===== config.mk =====
export PLATFORM = sky130hd
export DESIGN_NAME = crf_ctrl
export DESIGN_NICKNAME = d
export VERILOG_FILES = /design/src/rtl/crf_pkg.sv /design/src/rtl/crf_ctrl.sv
export VERILOG_INCLUDE_DIRS = /design/src /design/src/rtl
export SDC_FILE = /design/constraint.sdc
export NUM_CORES = 1
export LEC_CHECK = 0
export BUFFER_PORTS_ARGS = -buffer_cell sky130_fd_sc_hd__buf_4
export CAP_MARGIN = 20
export CORE_AREA = 4 4 41 43
export DETAILED_ROUTE_END_ITERATION = 8
export DIE_AREA = 0 0 45 47
export GPL_ROUTABILITY_DRIVEN = 1
export GPL_TIMING_DRIVEN = 0
export PLACE_DENSITY = 0.4
export REMOVE_ABC_BUFFERS = 1
export SLEW_MARGIN = 20
export SYNTH_ARGS = -nofsm -noshare
export SYNTH_HDL_FRONTEND = slang
export SYNTH_SLANG_ARGS = --single-unit

===== constraint.sdc =====
create_clock -name clk -period 2.3 [get_ports clk]
set_input_delay 0.46 -clock clk [delete_from_list [all_inputs] [get_ports clk]]
set_output_delay 0.46 -clock clk [all_outputs]
set_load 0.01 [all_outputs]

===== src/rtl/csr_register_file_rw_assert.svh =====
// Assertion macros shared by the CSR register file modules.
// Depends on nothing; included by the files that carry assertions.
`ifndef CSR_REGISTER_FILE_RW_ASSERT_SVH
`define CSR_REGISTER_FILE_RW_ASSERT_SVH

// Same-cycle implication, disabled while reset is asserted.
`define CRF_ASSERT_IMP(label, clk, rst_n, ante, cons, msg) \
    label: assert property (@(posedge clk) disable iff (!rst_n) (ante) |-> (cons)) \
        else $error(msg);

// Next-cycle implication, disabled while reset is asserted.
`define CRF_ASSERT_NXT(label, clk, rst_n, ante, cons, msg) \
    label: assert property (@(posedge clk) disable iff (!rst_n) (ante) |=> (cons)) \
        else $error(msg);

`endif


===== src/rtl/crf_pkg.sv =====
// Shared types and constants of the CSR register file.
// Depends on nothing; imported by every module of the block.
`default_nettype none

package crf_pkg;

    localparam int unsigned ADDR_BITS  = 12;
    localparam int unsigned DEPTH      = 1 << ADDR_BITS;
    localparam int unsigned CSR_ADDR_W = 12;
    localparam int unsigned XLEN       = 64;

    typedef logic [CSR_ADDR_W-1:0] csr_addr_t;
    typedef logic [ADDR_BITS-1:0]  idx_t;
    typedef logic [XLEN-1:0]       xword_t;

    typedef enum logic
    {
        FUNC_SWAP = 1'b0,
        FUNC_SET  = 1'b1
    } func_t;

    // Standard CSR addresses that have a view of their own.
    localparam csr_addr_t CSR_SSTATUS    = 12'h100;
    localparam csr_addr_t CSR_SIE        = 12'h104;
    localparam csr_addr_t CSR_SIP        = 12'h144;
    localparam csr_addr_t CSR_MSTATUS    = 12'h300;
    localparam csr_addr_t CSR_MEDELEG    = 12'h302;
    localparam csr_addr_t CSR_MIDELEG    = 12'h303;
    localparam csr_addr_t CSR_MIE        = 12'h304;
    localparam csr_addr_t CSR_MCOUNTEREN = 12'h306;
    localparam csr_addr_t CSR_MENVCFG    = 12'h30A;
    localparam csr_addr_t CSR_MIP        = 12'h344;

    // Read and write masks of the views.
    localparam xword_t MASK_MSTATUS_W = 64'h8000_0000_ffff_ffff;
    localparam xword_t MASK_SSTATUS_R = 64'h8000_0003_000d_e762;
    localparam xword_t MASK_SSTATUS_W = 64'h8000_0000_000d_e762;
    localparam xword_t MASK_MEDELEG_W = 64'h0000_0000_000f_b3ff;
    localparam xword_t MASK_MIDELEG_W = 64'h0000_0000_0000_0222;
    localparam xword_t MASK_IP_W      = 64'h0000_0000_0000_0026;

    // Commands from the controller to the datapath.
    typedef struct packed
    {
        logic clear;    // write zero at the sweep counter
        logic capture;  // latch the request and read the store
        logic commit;   // write back and load the result register
    } crf_cmd_t;

    // Status from the datapath to the controller.
    typedef struct packed
    {
        logic clear_last; // sweep counter is at the last entry
    } crf_sts_t;

endpackage

`default_nettype wire


===== src/rtl/crf_ctrl.sv =====
// Controller of the CSR register file: clearing sweep, capture and commit sequencing.
// Depends on crf_pkg and the assertion macro header.
`default_nettype none
`include "csr_register_file_rw_assert.svh"

module crf_ctrl
    import crf_pkg::*;
(
    input  wire logic     clk,
    input  wire logic     rst_n,
    input  wire logic     in_valid,
    output logic          in_ready,
    output logic          out_valid,
    input  wire logic     out_ready,
    output crf_cmd_t      cmd,
    input  wire crf_sts_t sts
);

    typedef enum logic [2:0]
    {
        ST_CLEAR = 3'b001,
        ST_IDLE  = 3'b010,
        ST_EXEC  = 3'b100
    } state_t;

    state_t state_reg;
    state_t state_next;
    logic   out_valid_reg;
    logic   out_valid_next;

    always_comb
    begin
        state_next  = state_reg;
        in_ready    = 1'b0;
        cmd         = '0;
        unique case (state_reg)
            ST_CLEAR:
            begin
                cmd.clear = 1'b1;
                if (sts.clear_last)
                begin
                    state_next = ST_IDLE;
                end
            end
            ST_IDLE:
            begin
                in_ready    = 1'b1;
                cmd.capture = in_valid;
                if (in_valid)
                begin
                    state_next = ST_EXEC;
                end
            end
            ST_EXEC:
            begin
                // The result slot must be free, or be emptied in this cycle.
                cmd.commit = !out_valid_reg || out_ready;
                if (cmd.commit)
                begin
                    state_next = ST_IDLE;
                end
            end
            default:
            begin
                state_next = ST_CLEAR;
            end
        endcase
    end

    always_comb
    begin
        out_valid_next = out_valid_reg;
        if (cmd.commit)
        begin
            out_valid_next = 1'b1;
        end
        else if (out_ready)
        begin
            out_valid_next = 1'b0;
        end
    end

    always_ff @(posedge clk or negedge rst_n)
    begin
        if (!rst_n)
        begin
            state_reg     <= ST_CLEAR;
            out_valid_reg <= 1'b0;
        end
        else
        begin
            state_reg     <= state_next;
            out_valid_reg <= out_valid_next;
        end
    end

    assign out_valid = out_valid_reg;

    `CRF_ASSERT_NXT(a_capture_enters_exec, clk, rst_n, cmd.capture, state_reg == ST_EXEC, "captured request did not reach execute")
    `CRF_ASSERT_NXT(a_commit_gives_result, clk, rst_n, cmd.commit, out_valid_reg, "commit did not present a result")
    `CRF_ASSERT_NXT(a_stall_holds_exec, clk, rst_n, (state_reg == ST_EXEC) && out_valid_reg && !out_ready, state_reg == ST_EXEC, "stalled request left execute")
    `CRF_ASSERT_IMP(a_quiet_while_clearing, clk, rst_n, state_reg == ST_CLEAR, !in_ready && !out_valid_reg, "channel active during clearing sweep")

endmodule

`default_nettype wire


==> results of run 1 <==
placed cells by master, fill, tap and decap left out:
cell,n
nor3b_1,1
nor2_2,1
dfstp_2,1
nor2_1,2
nand2_1,1
and2b_1,1
nand2b_1,2
a21oi_1,1
nand3_1,2
and2_1,1
dfrtp_1,3
inv_1,1
buf_4,9
dlygate4sd3_1,1
o2bb2ai_1,1
clkbuf_1,1
nand3b_1,2
clkbuf_4,3
o21ai_1,2
stage by stage:
stage	power [µW]	setup WS (ns)	cells	hold WS, ns
2_1_floorplan	197.7	0.9175	22	0.1644
3_3_place_gp	255.3	0.8198	46	0.2593
3_5_place_dp	255.9	0.7892	46	0.2602
4_1_cts	360.1	0.5288	50	0.00006872
5_1_grt	384.6	0.4882	51	0.5139
6_report	355.3	0.5364	51	0.5092
tightest hold or removal path, cell delays in order:
cell and delay, ns:
buf_4 0.12, nand3_1 0.07, a21oi_1 0.06
final cells by class:
class,instances,area (µm²)
clock buffers,4,26.28
multi-input cells,17,100.1
inverters,1,3.754
repair buffers,10,77.57
flip-flops and latches,4,101.3
fillers,152,973.4
well taps,15,18.77
cells in the mapped netlist (2+ instances only):
cell type	instances	area, µm²
o21ai_1	2	10.01
nand3_1	2	10.01
dfrtp_1	3	75.07
nand3b_1	2	15.01
nor2_1	2	7.510
nand2b_1	2	12.51
path summary, 6_finish.rpt:
path                       slack (ns)                  endpoint
max                              0.54                    cmd[1]
min                              0.51  state_reg[2]$_DFFE_PN0P_
max reg2reg                      1.27  state_reg[1]$_DFFE_PN0P_
min reg2reg                      0.53  state_reg[2]$_DFFE_PN0P_
max in group asynchronous        1.56  state_reg[0]$_DFFE_PN1P_
min in group asynchronous        0.55     out_valid$_DFFE_PN0P_
timing repair:
action	in CTS	in global routing
hold buffers	0	1
setup buffers	0	0
hold endpoints to repair	0	2
setup endpoints to repair	0	0
metal layers:
metal / up-vias / track usage (%) / routed length [µm]
li1: 105 / - / -
met1: 93 / 6.422 / 219
met2: 8 / 8.475 / 223
met3: 2 / 2.682 / 50
met4: 0 / 8.772 / 15
met5: - / 0 / 0
cell families (layout without fill, tap and decap cells):
family,after synthesis,after routing,share of synthesized area [%]
compound gates,4,4,11.18
buf+inv,2,15,5.294
flops,4,4,47.65
simple gates,13,13,35.89
power breakdown:
part	leakage, µW	switching, µW	internal [µW]	total (µW)
Combinational	0.0000943	56.9	71.4	128
Sequential	0.0000510	28.3	98.9	127
Clock	0.0000150	34.2	65.5	99.7
Total	0.000160	120	236	355
==> reports/metrics.csv, run 1 <==
metric,value,unit
dr_total_vias,208,
reg2reg_from,state_reg[0]$_DFFE_PN1P_,
p_per_area,1084,nW/µm²
crit_type,reg2out,
die-area,2115,µm²
start_util,16.35,%
largest_reg_flops,3,
postRouteAntennaNets,0,
cts.sinks,4,
cp.depth,4,
drv_slew,0,
path_cells,"nand2b_1, nor2_2, and2_1, buf_4",
design_area,327.8,µm²
crit_slowest_cell,dfstp_2,
placed_area,291.5,µm²
die_h,47,µm
ys_ff_latch,4,
max_freq,0.5670,GHz
layout_worst_path_cycle_share,76.68,%
drt-initial-drc-count,3,
setup_violations,0,
core_area,1301,µm²
min_path_type,in2reg,
crit_start,state_reg[0]$_DFFE_PN1P_,
critPathArrivalTime,1.30,ns
min_from,in_valid,
ios,10,
yosysSeqAreaShare,47.65,%
synthCells,23,
synth.cell_area,212.7,µm²
clock-root-buffer,clkbuf_4,
syn_avg_cell_area,9.248,µm²
finalHoldViolations,0,
r2r_cells,3,
wire_per_inst,9.980,µm
skew,0.004239,ns
port_buffers,9,
drc,0,
worstPathRequired,1.84,ns
grt_use_total,6.339,%
cts_buffers,3,
cp-end-kind,primary output,
status,finished clean,
place_congestion,0.8187,
cts.clk_slew.worst_paths,0.04,ns
cts.path.max_buffers,2,
cts_tree,yes,
dr.pass1.iters,2,
cp_top_family,flip-flops,
clock_latency,0.24,ns
grt.overflow.total,0,
min_period,1.764,ns
rows,13,
layout.nets,42,
num_antenna_cells,0,
avgViaCountPerCell,4.078,
rsz0062_at_grt,no,
grt_start_max_net_pins,7,
yosys_warnings,0,
cts_max_level,1,
timing.slew.headroom,87.36,%
area_growth,54.12,%
crit_path_max_fanout,5,
fin_util,25.19,%
grt_pass1_wl,869,µm
power.leakage,0.0001603,µW
die_w,45,µm
tns,0,ns
synth_edf_count,0,
max_stage_delay,0.55,ns
yosysUniqueCellTypes,16,
crit_buf_inv,1,
synthFlopType,dfrtp_1,
worstMarginPinSlew,0.1896,ns
grt_antenna_before_repair,0,
grt_pass1_vias,217,
routed_wl,509,µm
max-vdd-ir-drop,0.3437,mV
cap_violations,0,
async_reset_ff_share,100.0,%
critPathLaunchType,register,
dp_hpwl,398.5,µm
min_path_cells,3,
cts-resized-gates,0,
drive_above_1_share,38.89,%
(Power assumes the default switching activity.)
==> inputs of run 2 (changes only) <==
- PLACE_DENSITY: 0.4 -> 0.41
- clock period: 2.3 -> 1.4 ns (I/O delays scaled with it)
==> run 2 against run 1 <==
Effect of this change: the run now ends with setup timing left; critical path depth unchanged; global-route usage rose by 0.24 points; sequential share of layout area down 4.8 points; clock skew grew 0.011 ns; utilization rose by 5.0 points; combinational power rose to 2.7 times the previous value; final cell count rose by 9.8%; first-iteration DRC count is 130% higher; flip-flop and latch count stayed put; setup slack got worse by 0.61 ns; count of clock-buffer cells in the layout unchanged; critical endpoint unchanged.
==> reports/metrics.csv, run 2 (synthesis results as in run 1) <==
metric,value,unit,change
cts_tree,yes,,
power.leakage,0.0001938,µW,+21%
grt_pass1_wl,903,µm,+3.9%
die_h,47,µm,unchanged
failed_checks,setup timing,,
critPathLaunchType,register,,
cts.path.max_buffers,2,,unchanged
worstPathRequired,1.12,ns,-0.72 ns
cts.clk_slew.worst_paths,0.05,ns,about the same
drive_above_1_share,58.54,%,+20 points
place_congestion,0.7592,,-7.3%
worstMarginPinSlew,0.2261,ns,+0.03654 ns
crit_type,reg2out,,
die_w,45,µm,unchanged
cp-end-kind,primary output,,
routed_wl,595,µm,+17%
core_area,1301,µm²,unchanged
layout_commonest_cell,buf_4,,
cap_violations,0,,unchanged
max_freq,0.6782,GHz,
setup_violations,3,,+3
cts.sinks,4,,unchanged
postRouteAntennaNets,0,,unchanged
finalHoldViolations,0,,unchanged
drc,0,,unchanged
dr.pass1.iters,4,,+2
min_path_type,in2reg,,
port_buffers,9,,unchanged
crit_path_max_fanout,3,,-2
critPathArrivalTime,1.19,ns,-0.11 ns
intPower,487.9,µW,+110%
p_sw,237.9,µW,+99%
area_growth,84.71,%,
clock-root-buffer,clkbuf_4,,
seqPwrFrac,30.2,%,-5.6 points
avgViaCountPerCell,3.982,,-2.4%
grt_start_max_net_pins,7,,unchanged
rsz0062_at_grt,yes,,
swShare,32.78,%,-0.85 points
cts_buffers,3,,unchanged
ios,10,,unchanged
clock_latency,0.24,ns,about the same
p_comb_share,47.8,%,+12 points
min_period,1.474,ns,
min_from,in_valid,,
drv_slew,0,,unchanged
wire_per_inst,10.63,µm,+6.5%
grt_use_total,6.577,%,+0.24 points
start_util,16.35,%,unchanged
p_per_area,1847,nW/µm²,+70%
layout.nets,47,,+12%
grt.overflow.total,0,,unchanged
die-area,2115,µm²,unchanged
timing.final.ws_setup,-0.07440,ns,-0.6108 ns
place_ws,0.08429,ns,-0.7049 ns
grt_antenna_before_repair,0,,unchanged
drt-initial-drc-count,7,,+4
grt_pass1_vias,220,,+1.4%
largest_reg_flops,3,,unchanged
max-vdd-ir-drop,0.6738,mV,+96%
reg2reg_from,state_reg[0]$_DFFE_PN1P_,,
crit_start,state_reg[0]$_DFFE_PN1P_,,
layout_common_cells,"buf_4 (13), clkbuf_4 (3)",,
status,"finished, violations left",,
clkPwrFrac,22.0,%,-6.1 points
num_antenna_cells,0,,unchanged
layout_worst_path_cycle_share,105.3,%,
rows,13,,unchanged
cts_max_level,1,,unchanged
timing.slew.headroom,84.93,%,-2.4 points
dr_total_vias,223,,+7.2%
skew,0.01496,ns,+0.01072 ns
power,725.8,µW,+100%
-- run 2: cell types whose count changed in the layout (fill, tap and decap cells not counted), sizes merged --
cell / change
buf: +5
-- run 2: layout make-up --
| class | instances | area (µm²) |
|---|---|---|
| multi-input combinational | 17 | 122.6 |
| tap | 15 | 18.77 |
| sequential | 4 | 102.6 |
| fill | 153 | 908.4 |
| timing repair buffer | 15 | 118.9 |
| inverter | 1 | 3.754 |
| clock buffer | 4 | 26.28 |
-- run 2: routing by layer --
| metal | global-route usage (%) | routed length [µm] |
|---|---|---|
| met5 | 0 | 0 |
| met4 | 0 | 0 |
| met3 | 7.280 | 77 |
| met2 | 10.45 | 271 |
| met1 | 6.193 | 247 |
-- run 2: path summary, 6_finish.rpt --
check / endpoint / slack (ns) / cells after the start
hold reg to reg: state_reg[0]$_DFFE_PN1P_ / 0.56 / 2
setup reg to reg: state_reg[1]$_DFFE_PN0P_ / 0.26 / 5
min in group asynchronous: out_valid$_DFFE_PN0P_ / 0.37 / 2
hold / removal: state_reg[1]$_DFFE_PN0P_ / 0.34 / 3
max in group asynchronous: state_reg[0]$_DFFE_PN1P_ / 0.82 / 2
setup / recovery: cmd[1] / -0.07 / 4
-- run 2: power groups by stage --
stage	logic, µW	clock network (µW)	registers (µW)
after floorplan	128	0	197
after global placement	212	0	207
after detailed placement	211	0	205
after CTS	301	168	215
after global routing	374	181	229
final	347	160	220
-- run 2: worst max-delay path, cell delays in order (launching register included) --
cell      delay, ns
dfstp_2        0.54
nand2b_4       0.14
nor2_4         0.04
and2_4         0.14
buf_6          0.11
-- run 2: through the flow --
stage	cells	setup TNS [ns]	cell area, µm²	utilization [%]	hold WS [ns]
after detailed placement	46	0	291.5	22.40	0.07950
after floorplan	22	0	205.2	-	-0.01559
after global routing	56	-0.3128	392.9	30.19	0.3396
after CTS	54	-0.1594	375.4	28.85	0.3310
after global placement	46	0	291.5	22.40	0.07839
final	56	-0.1144	392.9	30.19	0.3390
-- run 2: timing repair --
action	4_1_cts	5_1_grt
endpoints found under the hold margin	3	0
resized for setup	6	1
setup endpoints to repair	4	4
buffers inserted	3	2
hold buffers	1	0
pin swaps	1	1
==> inputs of run 3 (changes only) <==
- RECOVER_POWER: unset -> 25
- SKIP_LAST_GASP: unset -> 1
==> run 3 against run 2 <==
Effect of this change: the run still ends with setup timing left; first-iteration DRC count stayed put; non-clock buffer count did not move; clock power is essentially flat; die area did not move; critical path depth did not move; via count grew 2.2%; largest power group unchanged; highest routed layer unchanged.
==> reports/metrics.csv, run 3 (synthesis results as in run 1) <==
metric,value,unit,change
crit_slowest_cell,dfstp_2,,
drt-initial-drc-count,7,,unchanged
place_ws,0.08429,ns,unchanged
ios,10,,unchanged
power.leakage,0.0001908,µW,-1.6%
max-vdd-ir-drop,0.6720,mV,-0.27%
avgViaCountPerCell,4.071,,+2.2%
grt_pass1_vias,220,,unchanged
dr_total_vias,228,,+2.2%
routed_wl,583,µm,-2.0%
dr.pass1.iters,4,,unchanged
postRouteAntennaNets,0,,unchanged
wire_per_inst,10.41,µm,-2.0%
cap_violations,0,,unchanged
rows,13,,unchanged
min_period,1.476,ns,+0.001197 ns
rsz0062_at_grt,yes,,
p_per_area,1855,nW/µm²,+0.43%
die_w,45,µm,unchanged
critPathLaunchType,register,,
worstPathRequired,1.12,ns,about the same
cts.path.max_buffers,2,,unchanged
start_util,16.35,%,unchanged
grt_start_max_net_pins,7,,unchanged
grt_pass1_wl,903,µm,unchanged
drive_above_1_share,56.10,%,-2.4 points
hold_ws,0.3398,ns,+0.0007930 ns
clock_latency,0.24,ns,about the same
core_area,1301,µm²,unchanged
placed_area,291.5,µm²,unchanged
place_congestion,0.7592,,unchanged
die_h,47,µm,unchanged
layout_common_cells,"buf_4 (12), clkbuf_4 (3)",,
drc,0,,unchanged
grt.overflow.total,0,,unchanged
power,721.9,µW,-0.53%
drv_slew,0,,unchanged
design_area,389.1,µm²,-0.96%
num_antenna_cells,0,,unchanged
largest_reg_flops,3,,unchanged
worstMarginPinSlew,0.2228,ns,-0.003351 ns
area_growth,82.94,%,
layout.nets,47,,unchanged
status,"finished, violations left",,
path_cells,"nand2b_4, nor2_4, and2_4, buf_6",,
crit_buf_inv,1,,unchanged
setup_violations,3,,unchanged
crit_path_max_fanout,3,,unchanged
crit_type,reg2out,,
timing.slew.headroom,85.15,%,+0.22 points
cts_max_level,1,,unchanged
timing.final.ws_setup,-0.07560,ns,-0.001197 ns
max_stage_delay,0.54,ns,about the same
max_freq,0.6777,GHz,about the same
critPathArrivalTime,1.20,ns,about the same
grt_antenna_before_repair,0,,unchanged
clock-root-buffer,clkbuf_4,,
cts.sinks,4,,unchanged
cts_buffers,3,,unchanged
cp_top_family,flip-flops,,
cp-end-kind,primary output,,
finalHoldViolations,0,,unchanged
cts_tree,yes,,
layout_worst_path_cycle_share,105.4,%,about the same
port_buffers,9,,unchanged
grt_use_total,6.577,%,unchanged
min_path_type,in2reg,,
failed_checks,setup timing,,
layout_commonest_cell,buf_4,,
skew,0.01434,ns,-0.0006169 ns
cts.clk_slew.worst_paths,0.05,ns,about the same
die-area,2115,µm²,unchanged
-- run 3: cell count changes in the layout (fill, tap and decap cells not counted) --
cell,delta
buf_4,-1
clkbuf_1,+1
-- run 3: final timing paths --
path                            slack (ns)  cells after the start                      from                       end
worst max-delay path                 -0.08                      4  state_reg[0]$_DFFE_PN1P_                    cmd[1]
worst min-delay path                  0.34                      3                  in_valid  state_reg[1]$_DFFE_PN0P_
worst max register to register        0.26                      5  state_reg[0]$_DFFE_PN1P_  state_reg[1]$_DFFE_PN0P_
worst min register to register        0.54                      2  state_reg[0]$_DFFE_PN1P_  state_reg[0]$_DFFE_PN1P_
max in group asynchronous             0.74                      2                     rst_n  state_reg[0]$_DFFE_PN1P_
min in group asynchronous             0.40                      2                     rst_n     out_valid$_DFFE_PN0P_
-- run 3: final cells by class --
cell class / instances / area [µm²]
Tap cell: 15 / 18.77
Multi-Input combinational cell: 17 / 122.6
Clock buffer: 4 / 26.28
Inverter: 1 / 3.754
Fill cell: 153 / 912.1
Timing Repair Buffer: 15 / 115.1
Sequential cell: 4 / 102.6
-- run 3: through the flow --
stage | util, % | instances | TNS [ns]
global placement | 22.40 | 46 | 0
global route | 29.90 | 56 | -0.3375
finish | 29.90 | 56 | -0.1392
CTS | 28.85 | 54 | -0.1594
detailed placement | 22.40 | 46 | 0
floorplan | - | 22 | 0
-- run 3: layer usage --
| layer | share of wire [%] | global-route usage, % | routed length, µm | up-vias |
|---|---|---|---|---|
| li1 | - | - | - | 114 |
| met1 | 40 | 6.193 | 236 | 101 |
| met2 | 46 | 10.45 | 268 | 13 |
| met3 | 13 | 7.280 | 78 | 0 |
| met4 | 0 | 0 | 0 | 0 |
| met5 | 0 | 0 | 0 | - |
-- run 3: worst reg2reg max path: stages (launching register included) --
cell	delay (ns)
dfstp_2	0.54
nand2b_4	0.14
buf_4	0.10
buf_4	0.09
o21ai_1	0.05
o2bb2ai_1	0.11
-- run 3: power breakdown --
part	internal [µW]	switching, µW
sequential	165	54.2
clock	107	51.9
combinational	213	130
-- run 3: timing repair --
item,CTS,global route
hold endpoints to repair,3,0
endpoints found under the setup margin,4,4
cloned,0,0
pin swaps,1,0
hold buffers,1,0
setup buffers,3,2
resized for setup,6,1
